## config.mk

```make
export PLATFORM = sky130hd
export DESIGN_NAME = tone_sweep_period_generator
export DESIGN_NICKNAME = d
export VERILOG_FILES = /design/src/sv/tsp_pkg.sv /design/src/sv/tone_sweep_period_generator.sv /design/src/sv/tsp_cdiv.sv /design/src/sv/tsp_front.sv /design/src/sv/tsp_queue.sv /design/src/sv/tsp_back.sv
export SDC_FILE = /design/constraint.sdc
export NUM_CORES = 2
export LEC_CHECK = 0
export BUFFER_PORTS_ARGS = -buffer_cell sky130_fd_sc_hd__buf_2
export CAP_MARGIN = 25
export CORE_MARGIN = 2
export CORE_UTILIZATION = 40
export DETAILED_ROUTE_END_ITERATION = 7
export GPL_TIMING_DRIVEN = 1
export PLACE_DENSITY = 0.6
export SETUP_SLACK_MARGIN = 0.05
export SYNTH_ARGS = -nofsm -noshare
export SYNTH_HDL_FRONTEND = slang
export SYNTH_SLANG_ARGS = --single-unit
```

## constraint.sdc

```tcl
create_clock -name clk -period 39.9 [get_ports clk]
set_input_delay 7.98 -clock clk [delete_from_list [all_inputs] [get_ports clk]]
set_output_delay 7.98 -clock clk [all_outputs]
set_load 0.1 [all_outputs]
```

## src/sv/tsp_pkg.sv

```systemverilog
// Shared types and constants for the tone sweep period generator.
package tsp_pkg;

	localparam int FREQ_W     = 14;   // clamped step frequency width
	localparam int ACC_W      = 18;   // signed running frequency width
	localparam int REM_W      = 20;   // reciprocal remainder width
	localparam int TRIAL_W    = 25;   // widest shifted divisor
	localparam int QBITS      = 12;   // reciprocal quotient bits
	localparam int RCP_SH     = 22;   // front reciprocal shift: 16 dividend bits + 6
	localparam int RCP_W      = 23;   // front reciprocal width
	localparam int STEPS_MAX  = 64;
	localparam int QDEPTH     = 2;

	localparam logic [FREQ_W-1:0] FREQ_MIN   = 14'd260;
	localparam logic [FREQ_W-1:0] FREQ_MAX   = 14'd12600;
	localparam logic [REM_W-1:0]  PERIOD_NUM = 20'd1000000;
	localparam logic [14:0]       TOP_MIN    = 15'd600;
	localparam logic [10:0]       MS_MAX     = 11'd2047;

	typedef struct packed {
		logic [14:0] start_freq;
		logic [14:0] end_freq;
		logic [15:0] total_ms;
	} in_item_t;

	typedef struct packed {
		logic [14:0] timer_top;
		logic [10:0] step_ms;
		logic [5:0]  step_index;
		logic        last_step;
	} out_item_t;

	typedef struct packed {
		logic [14:0]        start_freq;
		logic signed [15:0] inc;
		logic [10:0]        step_ms;
	} job_t;

	typedef struct packed {
		logic [10:0] step_ms;
		logic [5:0]  step_index;
		logic        last_step;
	} side_t;

	typedef enum logic [1:0] {
		FR_IDLE,
		FR_DIV,
		FR_PUSH
	} front_state_t;

endpackage

```

## src/sv/tone_sweep_period_generator.sv

```systemverilog
// Tone sweep period generator: splits a sweep request into STEPS tone steps.
//
// Input channel (in_valid/in_ready/in_item): one transfer is one sweep request
// of start frequency, end frequency and total duration in ms.
// Output channel (out_valid/out_ready/out_item): STEPS transfers per request,
// each with the timer top count, step length, step index and last-step flag.
// The front end works out the frequency increment and step length by
// reciprocal multiplication, one request at a time, and hands a job to a
// two-entry queue. The back end issues one step per cycle while the output
// is not stalled, into a 12-stage reciprocal pipeline. The first step of a
// request passes the front end, the queue, the step sequencer, an input
// register and the reciprocal stages; the rest follow one per unstalled cycle.
// In steady state the step sequencer sets the rate for all but the smallest STEPS.
// A stall on the output freezes the whole back pipeline; the front end keeps
// taking requests until the queue is full.
// Reset (arst_n low) empties the queue and pipeline; nothing else is held.
module tone_sweep_period_generator #(
	parameter int STEPS = 50
) (
	input  logic               clk,
	input  logic               arst_n,
	input  logic               in_valid,
	output logic               in_ready,
	input  tsp_pkg::in_item_t  in_item,
	output logic               out_valid,
	input  logic               out_ready,
	output tsp_pkg::out_item_t out_item
);
	import tsp_pkg::*;

	// Hold the step count within 1..STEPS_MAX
	localparam int STEP_N = (STEPS < 1) ? 1 : ((STEPS > STEPS_MAX) ? STEPS_MAX : STEPS);

	logic job_valid, q_full, q_nonempty, pop;
	job_t front_job, back_job;

	tsp_front #(.STEPS(STEP_N)) u_front (
		.clk       (clk),
		.arst_n    (arst_n),
		.in_valid  (in_valid),
		.in_ready  (in_ready),
		.in_item   (in_item),
		.job_valid (job_valid),
		.job_ready (!q_full),
		.job       (front_job)
	);

	tsp_queue u_queue (
		.clk      (clk),
		.arst_n   (arst_n),
		.push     (job_valid && !q_full),
		.push_job (front_job),
		.full     (q_full),
		.pop      (pop),
		.nonempty (q_nonempty),
		.pop_job  (back_job)
	);

	tsp_back #(.STEPS(STEP_N)) u_back (
		.clk       (clk),
		.arst_n    (arst_n),
		.job_valid (q_nonempty),
		.job_ready (pop),
		.job       (back_job),
		.out_valid (out_valid),
		.out_ready (out_ready),
		.out_item  (out_item)
	);

endmodule

```

## src/sv/tsp_cdiv.sv

```systemverilog
// Divider of a 16-bit value by a fixed divisor through reciprocal multiplication.
module tsp_cdiv #(
	parameter int DIVISOR = 50
) (
	input  logic        clk,
	input  logic        arst_n,
	input  logic        load,
	input  logic        step,
	input  logic [15:0] dividend,
	output logic [15:0] quotient
);
	import tsp_pkg::*;

	localparam int PROD_W = 16 + RCP_W;
	// ceil(2^RCP_SH / DIVISOR): exact for every 16-bit dividend and divisor up to 64
	localparam longint unsigned RCP_WIDE =
		((64'd1 << RCP_SH) + 64'(DIVISOR) - 64'd1) / 64'(DIVISOR);
	localparam logic [RCP_W-1:0] RCP = RCP_W'(RCP_WIDE);

	logic [15:0]       dvd_q;
	logic [15:0]       quo_q;
	logic [PROD_W-1:0] prod;

	assign prod     = PROD_W'(dvd_q) * PROD_W'(RCP);
	assign quotient = quo_q;

	always_ff @(posedge clk) begin
		if (load) begin
			dvd_q <= dividend;
		end
	end

	always_ff @(posedge clk or negedge arst_n) begin
		if (!arst_n) begin
			quo_q <= '0;
		end else if (step) begin
			quo_q <= prod[RCP_SH +: 16];
		end
	end

endmodule

```

## src/sv/tsp_front.sv

```systemverilog
// Front end: takes sweep requests and works out increment and step length.
module tsp_front #(
	parameter int STEPS = 50
) (
	input  logic              clk,
	input  logic              arst_n,
	input  logic              in_valid,
	output logic              in_ready,
	input  tsp_pkg::in_item_t in_item,
	output logic              job_valid,
	input  logic              job_ready,
	output tsp_pkg::job_t     job
);
	import tsp_pkg::*;

	front_state_t       state_q, state_d;
	logic [14:0]        start_q;
	logic               neg_q;
	logic               load, step;
	logic signed [15:0] diff;
	logic [15:0]        mag;
	logic [15:0]        inc_q, ms_q;

	assign diff = $signed({1'b0, in_item.end_freq}) - $signed({1'b0, in_item.start_freq});
	assign mag  = diff[15] ? 16'(-diff) : diff;

	always_ff @(posedge clk or negedge arst_n) begin
		if (!arst_n) begin
			state_q <= FR_IDLE;
		end else begin
			state_q <= state_d;
		end
	end

	always_comb begin
		state_d   = state_q;
		in_ready  = 1'b0;
		job_valid = 1'b0;
		load      = 1'b0;
		step      = 1'b0;
		case (state_q)
			FR_IDLE: begin
				in_ready = 1'b1;
				if (in_valid) begin
					load    = 1'b1;
					state_d = FR_DIV;
				end
			end
			FR_DIV: begin
				step    = 1'b1;
				state_d = FR_PUSH;
			end
			FR_PUSH: begin
				job_valid = 1'b1;
				if (job_ready) begin
					state_d = FR_IDLE;
				end
			end
			default: begin
				state_d = FR_IDLE;
			end
		endcase
	end

	always_ff @(posedge clk) begin
		if (load) begin
			start_q <= in_item.start_freq;
			neg_q   <= diff[15];
		end
	end

	tsp_cdiv #(.DIVISOR(STEPS)) u_inc_div (
		.clk      (clk),
		.arst_n   (arst_n),
		.load     (load),
		.step     (step),
		.dividend (mag),
		.quotient (inc_q)
	);

	tsp_cdiv #(.DIVISOR(STEPS)) u_ms_div (
		.clk      (clk),
		.arst_n   (arst_n),
		.load     (load),
		.step     (step),
		.dividend (in_item.total_ms),
		.quotient (ms_q)
	);

	// Restore the sign of the increment, saturate the step length
	always_comb begin
		job.start_freq = start_q;
		job.inc        = neg_q ? $signed(16'(-inc_q)) : $signed(inc_q);
		job.step_ms    = (ms_q > 16'(MS_MAX)) ? MS_MAX : ms_q[10:0];
	end

endmodule

```

## src/sv/tsp_queue.sv

```systemverilog
// Two-entry job queue between front and back ends.
module tsp_queue (
	input  logic          clk,
	input  logic          arst_n,
	input  logic          push,
	input  tsp_pkg::job_t push_job,
	output logic          full,
	input  logic          pop,
	output logic          nonempty,
	output tsp_pkg::job_t pop_job
);
	import tsp_pkg::*;

	job_t       mem [QDEPTH];
	logic       wr_q, rd_q;
	logic [1:0] count_q;

	assign full     = count_q == 2'(QDEPTH);
	assign nonempty = count_q != '0;
	assign pop_job  = mem[rd_q];

	always_ff @(posedge clk) begin
		if (push) begin
			mem[wr_q] <= push_job;
		end
	end

	always_ff @(posedge clk or negedge arst_n) begin
		if (!arst_n) begin
			wr_q    <= 1'b0;
			rd_q    <= 1'b0;
			count_q <= '0;
		end else begin
			if (push) begin
				wr_q <= ~wr_q;
			end
			if (pop) begin
				rd_q <= ~rd_q;
			end
			count_q <= count_q + 2'(push) - 2'(pop);
		end
	end

	a_no_overflow: assert property (@(posedge clk) disable iff (!arst_n)
		push |-> !full || pop) else $error("job pushed into full queue");
	a_no_underflow: assert property (@(posedge clk) disable iff (!arst_n)
		pop |-> nonempty) else $error("job popped from empty queue");

endmodule

```

## src/sv/tsp_back.sv

```systemverilog
// Back end: steps through a sweep and pipelines the tone period reciprocal.
module tsp_back #(
	parameter int STEPS = 50
) (
	input  logic               clk,
	input  logic               arst_n,
	input  logic               job_valid,
	output logic               job_ready,
	input  tsp_pkg::job_t      job,
	output logic               out_valid,
	input  logic               out_ready,
	output tsp_pkg::out_item_t out_item
);
	import tsp_pkg::*;

	localparam logic [5:0] LAST_IDX = 6'(STEPS-1);

	logic                    active_q;
	logic [5:0]              idx_q;
	logic signed [ACC_W-1:0] f_q;
	logic signed [15:0]      inc_q;
	logic [10:0]             ms_q;
	logic                    adv, issue, gen_last, load;
	logic [FREQ_W-1:0]       f_clamp;

	logic              vld_s1;
	logic [FREQ_W-1:0] f_s1;
	side_t             side_s1;

	logic              dv_vld_s  [QBITS];
	logic [FREQ_W-1:0] dv_f_s    [QBITS];
	logic [REM_W-1:0]  dv_rem_s  [QBITS];
	logic [QBITS-1:0]  dv_q_s    [QBITS];
	side_t             dv_side_s [QBITS];

	logic [14:0] top_raw;

	assign adv       = !out_valid || out_ready;
	assign gen_last  = idx_q == LAST_IDX;
	assign issue     = active_q && adv;
	assign load      = job_valid && (!active_q || (issue && gen_last));
	assign job_ready = load;

	// Step sequencer: one step issued per advancing cycle
	always_ff @(posedge clk or negedge arst_n) begin
		if (!arst_n) begin
			active_q <= 1'b0;
		end else if (load) begin
			active_q <= 1'b1;
		end else if (issue && gen_last) begin
			active_q <= 1'b0;
		end
	end

	always_ff @(posedge clk) begin
		if (load) begin
			idx_q <= '0;
			f_q   <= $signed(ACC_W'(job.start_freq));
			inc_q <= job.inc;
			ms_q  <= job.step_ms;
		end else if (issue) begin
			idx_q <= idx_q + 1'b1;
			f_q   <= f_q + ACC_W'(inc_q);
		end
	end

	always_comb begin
		if (f_q < $signed(ACC_W'(FREQ_MIN))) begin
			f_clamp = FREQ_MIN;
		end else if (f_q > $signed(ACC_W'(FREQ_MAX))) begin
			f_clamp = FREQ_MAX;
		end else begin
			f_clamp = f_q[FREQ_W-1:0];
		end
	end

	always_ff @(posedge clk or negedge arst_n) begin
		if (!arst_n) begin
			vld_s1 <= 1'b0;
		end else if (adv) begin
			vld_s1 <= issue;
		end
	end

	always_ff @(posedge clk) begin
		if (adv) begin
			f_s1               <= f_clamp;
			side_s1.step_ms    <= ms_q;
			side_s1.step_index <= idx_q;
			side_s1.last_step  <= gen_last;
		end
	end

	// Restoring reciprocal, one quotient bit per stage, most significant first
	for (genvar j = 0; j < QBITS; j++) begin : g_div
		localparam int BIT = QBITS-1-j;

		logic              vld_in;
		logic [FREQ_W-1:0] f_in;
		logic [REM_W-1:0]  rem_in;
		logic [QBITS-1:0]  q_in, q_nx;
		side_t             side_in;
		logic [TRIAL_W-1:0] trial;
		logic               ge;

		if (j == 0) begin : g_first
			assign vld_in  = vld_s1;
			assign f_in    = f_s1;
			assign rem_in  = PERIOD_NUM;
			assign q_in    = '0;
			assign side_in = side_s1;
		end else begin : g_next
			assign vld_in  = dv_vld_s[j-1];
			assign f_in    = dv_f_s[j-1];
			assign rem_in  = dv_rem_s[j-1];
			assign q_in    = dv_q_s[j-1];
			assign side_in = dv_side_s[j-1];
		end

		assign trial = TRIAL_W'(f_in) << BIT;
		assign ge    = TRIAL_W'(rem_in) >= trial;

		always_comb begin
			q_nx      = q_in;
			q_nx[BIT] = ge;
		end

		always_ff @(posedge clk or negedge arst_n) begin
			if (!arst_n) begin
				dv_vld_s[j] <= 1'b0;
			end else if (adv) begin
				dv_vld_s[j] <= vld_in;
			end
		end

		always_ff @(posedge clk) begin
			if (adv) begin
				dv_f_s[j]    <= f_in;
				dv_rem_s[j]  <= ge ? REM_W'(TRIAL_W'(rem_in) - trial) : rem_in;
				dv_q_s[j]    <= q_nx;
				dv_side_s[j] <= side_in;
			end
		end
	end

	assign out_valid = dv_vld_s[QBITS-1];
	assign top_raw   = {dv_q_s[QBITS-1], 3'b000};

	always_comb begin
		out_item.timer_top  = (top_raw < TOP_MIN) ? TOP_MIN : top_raw;
		out_item.step_ms    = dv_side_s[QBITS-1].step_ms;
		out_item.step_index = dv_side_s[QBITS-1].step_index;
		out_item.last_step  = dv_side_s[QBITS-1].last_step;
	end

	a_last_index: assert property (@(posedge clk) disable iff (!arst_n)
		out_valid && out_item.last_step |-> out_item.step_index == LAST_IDX)
		else $error("last step flagged at wrong index");
	a_sweep_runs: assert property (@(posedge clk) disable iff (!arst_n)
		issue && !gen_last |=> active_q)
		else $error("sweep stopped before its last step");
	a_load_free: assert property (@(posedge clk) disable iff (!arst_n)
		load |-> !active_q || gen_last)
		else $error("job loaded over a running sweep");

endmodule
```

== Yosys cells after proc, flatten, opt, wreduce, memory -nomap -nowiden ==
Memories as Yosys holds them, arrays and structs flattened.
Cells that the tools add are included.
Word-level totals
  flip-flop bits (word level): 173
  RAM bits: 852
  input bits: 50
  output and inout bits: 35
  logic and storage cells: 133
  memories kept: 5
Memory list
  u_back.dv_rem_s: words 12, width 20, read ports 11, clocked after memory_dff 0, wr ports 12, line tsp_back.sv:32  | logic [REM_W-1:0] dv_rem_s [QBITS];
  u_back.dv_side_s: words 12, width 18, read ports 12, clocked after memory_dff 0, wr ports 12, line tsp_back.sv:34  | side_t dv_side_s [QBITS];
  u_back.dv_f_s: words 12, width 14, read ports 11, clocked after memory_dff 0, wr ports 12, line tsp_back.sv:31  | logic [FREQ_W-1:0] dv_f_s [QBITS];
  u_back.dv_q_s: words 12, width 12, read ports 12, clocked after memory_dff 0, wr ports 12, line tsp_back.sv:33  | logic [QBITS-1:0] dv_q_s [QBITS];
  u_queue.mem: words 2, width 42, read ports 1, clocked after memory_dff 0, wr ports 1, line tsp_queue.sv:14  | job_t mem [QDEPTH];
Operators by class
  add/subtract/negate cells: 19
  multiply operators: 2
  magnitude comparators: 16
  equal/unequal tests: 6
  multiplexer cells: 33
  bitwise operators: 2
  reduce and logical (&&, ||, !) cells: 15
Operators with widths (count)
  20-bit 2-to-1 mux: 12
  20-bit subtractor: 5
  16-bit by 17-bit multiplier with 33-bit output, second input constant: 2
  15-bit 2-to-1 mux: 4
  20-bit by 25-bit greater-or-equal comparator with 1-bit output, first input constant: 1
  20-bit by 24-bit greater-or-equal comparator with 1-bit output: 1
  20-bit by 23-bit greater-or-equal comparator with 1-bit output: 1
  20-bit by 22-bit greater-or-equal comparator with 1-bit output: 1
  20-bit by 21-bit greater-or-equal comparator with 1-bit output: 1
  20-bit by 14-bit greater-or-equal comparator with 1-bit output: 1
  20-bit by 15-bit greater-or-equal comparator with 1-bit output: 1
  20-bit by 16-bit greater-or-equal comparator with 1-bit output: 1
  20-bit by 17-bit greater-or-equal comparator with 1-bit output: 1
  20-bit by 18-bit greater-or-equal comparator with 1-bit output: 1
  20-bit by 19-bit greater-or-equal comparator with 1-bit output: 1
  20-bit greater-or-equal comparator: 1
  20-bit by 14-bit subtractor with 20-bit output: 1
  20-bit by 15-bit subtractor with 20-bit output: 1
  20-bit by 16-bit subtractor with 20-bit output: 1
  20-bit by 17-bit subtractor with 20-bit output: 1
  20-bit by 18-bit subtractor with 20-bit output: 1
  20-bit by 19-bit subtractor with 20-bit output: 1
  20-bit subtractor, first input constant: 1
  18-bit by 16-bit adder with 18-bit output: 1
  other kinds (28): 50

== Depth between registers and ports, before layout ==
  depth in word-level cells: 7
  gate-level depth with buffers: 23
  mapped depth without buffers: 23

== Hierarchy ==
A second synthesis with hierarchy kept.
Unflattened totals
  cell total of the unflattened synthesis: 3776
  area total of the unflattened synthesis: 48584.1 um^2
By module, submodules not included
  tsp_back: instances 1, cells an instance 2193, area an instance 30853.3 um^2, sequential area each 20830.0 um^2
  tsp_cdiv at u_front.u_inc_div: instances 1, cells an instance 631, area an instance 6288.5 um^2, sequential area each 755.7 um^2
  tsp_cdiv at u_front.u_ms_div: instances 1, cells an instance 566, area an instance 5900.7 um^2, sequential area each 755.7 um^2
  tsp_queue: instances 1, cells an instance 146, area an instance 3432.0 um^2, sequential area each 2622.5 um^2
  tsp_front: instances 1, cells an instance 238, area an instance 2099.5 um^2, sequential area each 530.5 um^2
  tone_sweep_period_generator: instances 1, cells an instance 2, area an instance 10.0 um^2, sequential area each 0.0 um^2

== Worst setup path before layout ==
OpenSTA, ideal clock, no wires.
  path type: input to register
  start: input port out_ready
  end: memory u_back.dv_f_s[0][0], enable pin
  library setup time: 1244 ps
  arrival time: 25358 ps
  data required time: 38656 ps
  setup slack: 13298 ps
  cell stages on the path: 3
  buffers on the path: 1
  cells stage by stage: nor2b_1 inv_1 buf_1
RTL lines
  from (decl): line tone_sweep_period_generator.sv:26  | input logic out_ready,
  to (decl): line tsp_back.sv:31

==> run summary <==
Final WL -> 77800 µm
Fmax -> 92.0 MHz
Status -> completed
RSZ-0062 raised after global routing -> no
H-tree depth reported by CTS -> 3
Post-Syn Area per Cell -> 13.1 µm²
Fin nets -> 4393
Worst Path Required -> 31.92 ns
Fillers -> 10500
Slew Viols, Final -> 0
Worst-path maximum fanout -> 6
Clock sinks -> 859
Initial antenna violation count -> 3
Crit end category -> primary output
Sequential share of the synthesized area -> 0.546
TritonCTS buffer count -> 91
Die Ht -> 346 µm
N_diodes -> 0
Slowest stage delay, CP -> 0.67 ns
Pin count of the biggest net entering global routing -> 217
Routability Congestion -> 0.850
Core box area -> 116000 µm²
Slew margin rel. -> 0.273
Slowest CP cell -> or4_1
Resize count post-CTS -> 0
Post-Syn Instances -> 3569
Clock insertion delay at the later pin of the skew report -> 0.66 ns
Gr ovfl total -> 0
Top_reg_cell synth -> edfxtp_1
Most common cell after layout, fill and taps aside -> edfxtp_1
Arr. time, crit path -> 2.88 ns
Clock-pin slew on the worst setup and hold paths -> 0.06 ns
Clk buf depth -> 3
Commonest cells after routing, fill and taps aside -> edfxtp_1 (808), inv_1 (584), ha_1 (443)
Hold-fix buffers, CTS -> 0
Post-layout util -> 0.450
Input/output buffers -> 81
Post-Syn Area -> 46700 µm²
Overall die width -> 346 µm
Clk_skew -> 0.0437 ns
Hold Path Class -> register to register
Remaining DRCs -> 0
Number of global-route vias before repair -> 25900
Final hold viol count -> 0
Initial Util -> 0.403
Period minus WS final -> 10.86 ns
Clock root buffer -> clkbuf_16
Asr flop ratio synth -> 0.0489
Max cap viols -> 0
Post-DP HPWL -> 57300 µm
Vias -> 25200
Drt initial violations -> 1434
Worst Path Class, Setup -> register to primary output
Yosys cell types -> 90
# IOs -> 85
Final critical-path share of the clock period -> 0.272
Final ANT Viol Nets -> 0
FF+latch count, synth -> 859
Number of synthesized flops with an enable pin -> 808
Layout area overhead -> 11.8%
Number of setup buffers added after CTS -> 0
CTS tree -> yes
# rows -> 125
Ordered list of cells on the worst path -> or4_1 -> a211oi_1 -> or2_2 -> buf_2
Final setup fails -> 0
Pre-Repair DR Iteration Count -> 7
Routed len/inst -> 14.7 µm
First-pass GRT wire length -> 131000 µm
Synth warnings -> 0
Nature of the critical path startpoint -> register
Gr usage total -> 0.134
Die ar. -> 119000 µm²
Share of cells above drive strength 1 -> 0.0955
Setup tns final -> 0 ns
Worst-Margin Slew -> 1.09 ns
Via density -> 4.76
==> metrics by stage <==
step                      cell area (µm²)  std cells  worst slack, ns  hold WS [ns]
final                               52200       5295            29.04         0.406
after global routing                52200       5295            28.81         0.411
after CTS                           52100       5292            28.92         0.410
after detailed placement            48800       5122            28.55         0.405
after global placement              48800       5121            28.60         0.400
after floorplan                     46700       3571            13.30         0.400
==> Yosys cell counts, drive strengths merged (8+ instances only) <==
cell    number  share of area
and2        13         0.0017
nor2b       42         0.0056
mux2        69          0.017
nor3        31         0.0033
a21boi      21         0.0034
a31oi        8         0.0014
nand2b      40         0.0054
o21bai      13         0.0021
a211oi      17         0.0028
dfrtp       42          0.023
nor4        17         0.0026
a21o        61         0.0098
o21ai      151          0.016
nand2      198          0.016
ha         443           0.12
inv        587          0.047
clkbuf      36         0.0029
xnor2      111          0.021
mux2i       27         0.0058
a211o       10         0.0019
and3        20         0.0027
xor2        62          0.012
o21a        25         0.0040
o31ai       26         0.0045
edfxtp     808           0.52
dfxtp        9         0.0039
or3         16         0.0024
fa         206          0.088
buf         36         0.0052
nor2       149          0.012
nand3       34         0.0036
a21oi      134          0.015
nand4       18         0.0024
or2         13         0.0017
==> per-layer routing <==
layer	GRT usage	wire, µm	up-vias
li1	-	-	12700
met1	0.177	35900	12100
met2	0.226	37200	304
met3	0.0229	2860	113
met4	0.0368	1820	0
met5	0	0	-
==> kinds of logic after synthesis <==
family | synth area share
muxes | 0.0224
and+or+nand+nor | 0.0633
buffers and inverters | 0.0553
other | 0.0000803
AOI/OAI and AO/OA | 0.0731
DFF | 0.546
adders and majority gates | 0.207
xor gates and xnor gates | 0.0326
==> flip-flops by register name, summed over array words and instances (netlist names), 12 cells and up <==
register,cells
u_back.dv_f_s,154
u_back.dv_q_s,78
u_back.dv_rem_s,154
u_back.dv_side_s,216
u_back.f_q,18
u_back.f_s1,14
u_back.g_div.side_in,18
u_back.g_div.vld_in,12
u_back.inc_q,16
u_front.start_q,15
u_front.u_inc_div.dvd_q,16
u_front.u_ms_div.dvd_q,16
u_queue.mem,84
==> worst max-delay path, delay by kind of cell (launching register included) <==
kind	cells	cell delay (ns)
buf+inv	1	0.41
flops	1	0.37
simple gates	2	0.87
compound gates	1	0.55
==> layout make-up <==
| class | instances | area, µm² | area share |
|---|---|---|---|
| Clock inverter | 61 | 858 | 0.0164 |
| Inverter | 587 | 2210 | 0.0424 |
| Sequential cell | 859 | 25500 | 0.489 |
| Tap cell | 1524 | 1910 | 0.0365 |
| Clock buffer | 109 | 2470 | 0.0473 |
| Timing Repair Buffer | 102 | 619 | 0.0119 |
| Multi-Input combinational cell | 2053 | 18600 | 0.357 |
==> worst paths after layout <==
check | startpoint | to | slack, ns | cells past startpoint
worst min-delay path | u_back.dv_q_s[1][21] | u_back.dv_q_s[1][33] | 0.41 | 0
worst max-delay path | u_back.dv_q_s[2][46] | out_item[22] | 29.04 | 4
min in group asynchronous | arst_n | u_back.g_div[11].vld_in | 7.42 | 2
worst min register to register | u_back.dv_q_s[1][21] | u_back.dv_q_s[1][33] | 0.41 | 0
worst max register to register | u_front.u_inc_div.dvd_q[2] | u_front.u_inc_div.quotient[9] | 32.87 | 21
max in group asynchronous | arst_n | u_queue.rd_q | 32.03 | 2
Power is not shown: default switching activity piles up to over one toggle a cycle in this logic, so the estimate is an artifact.
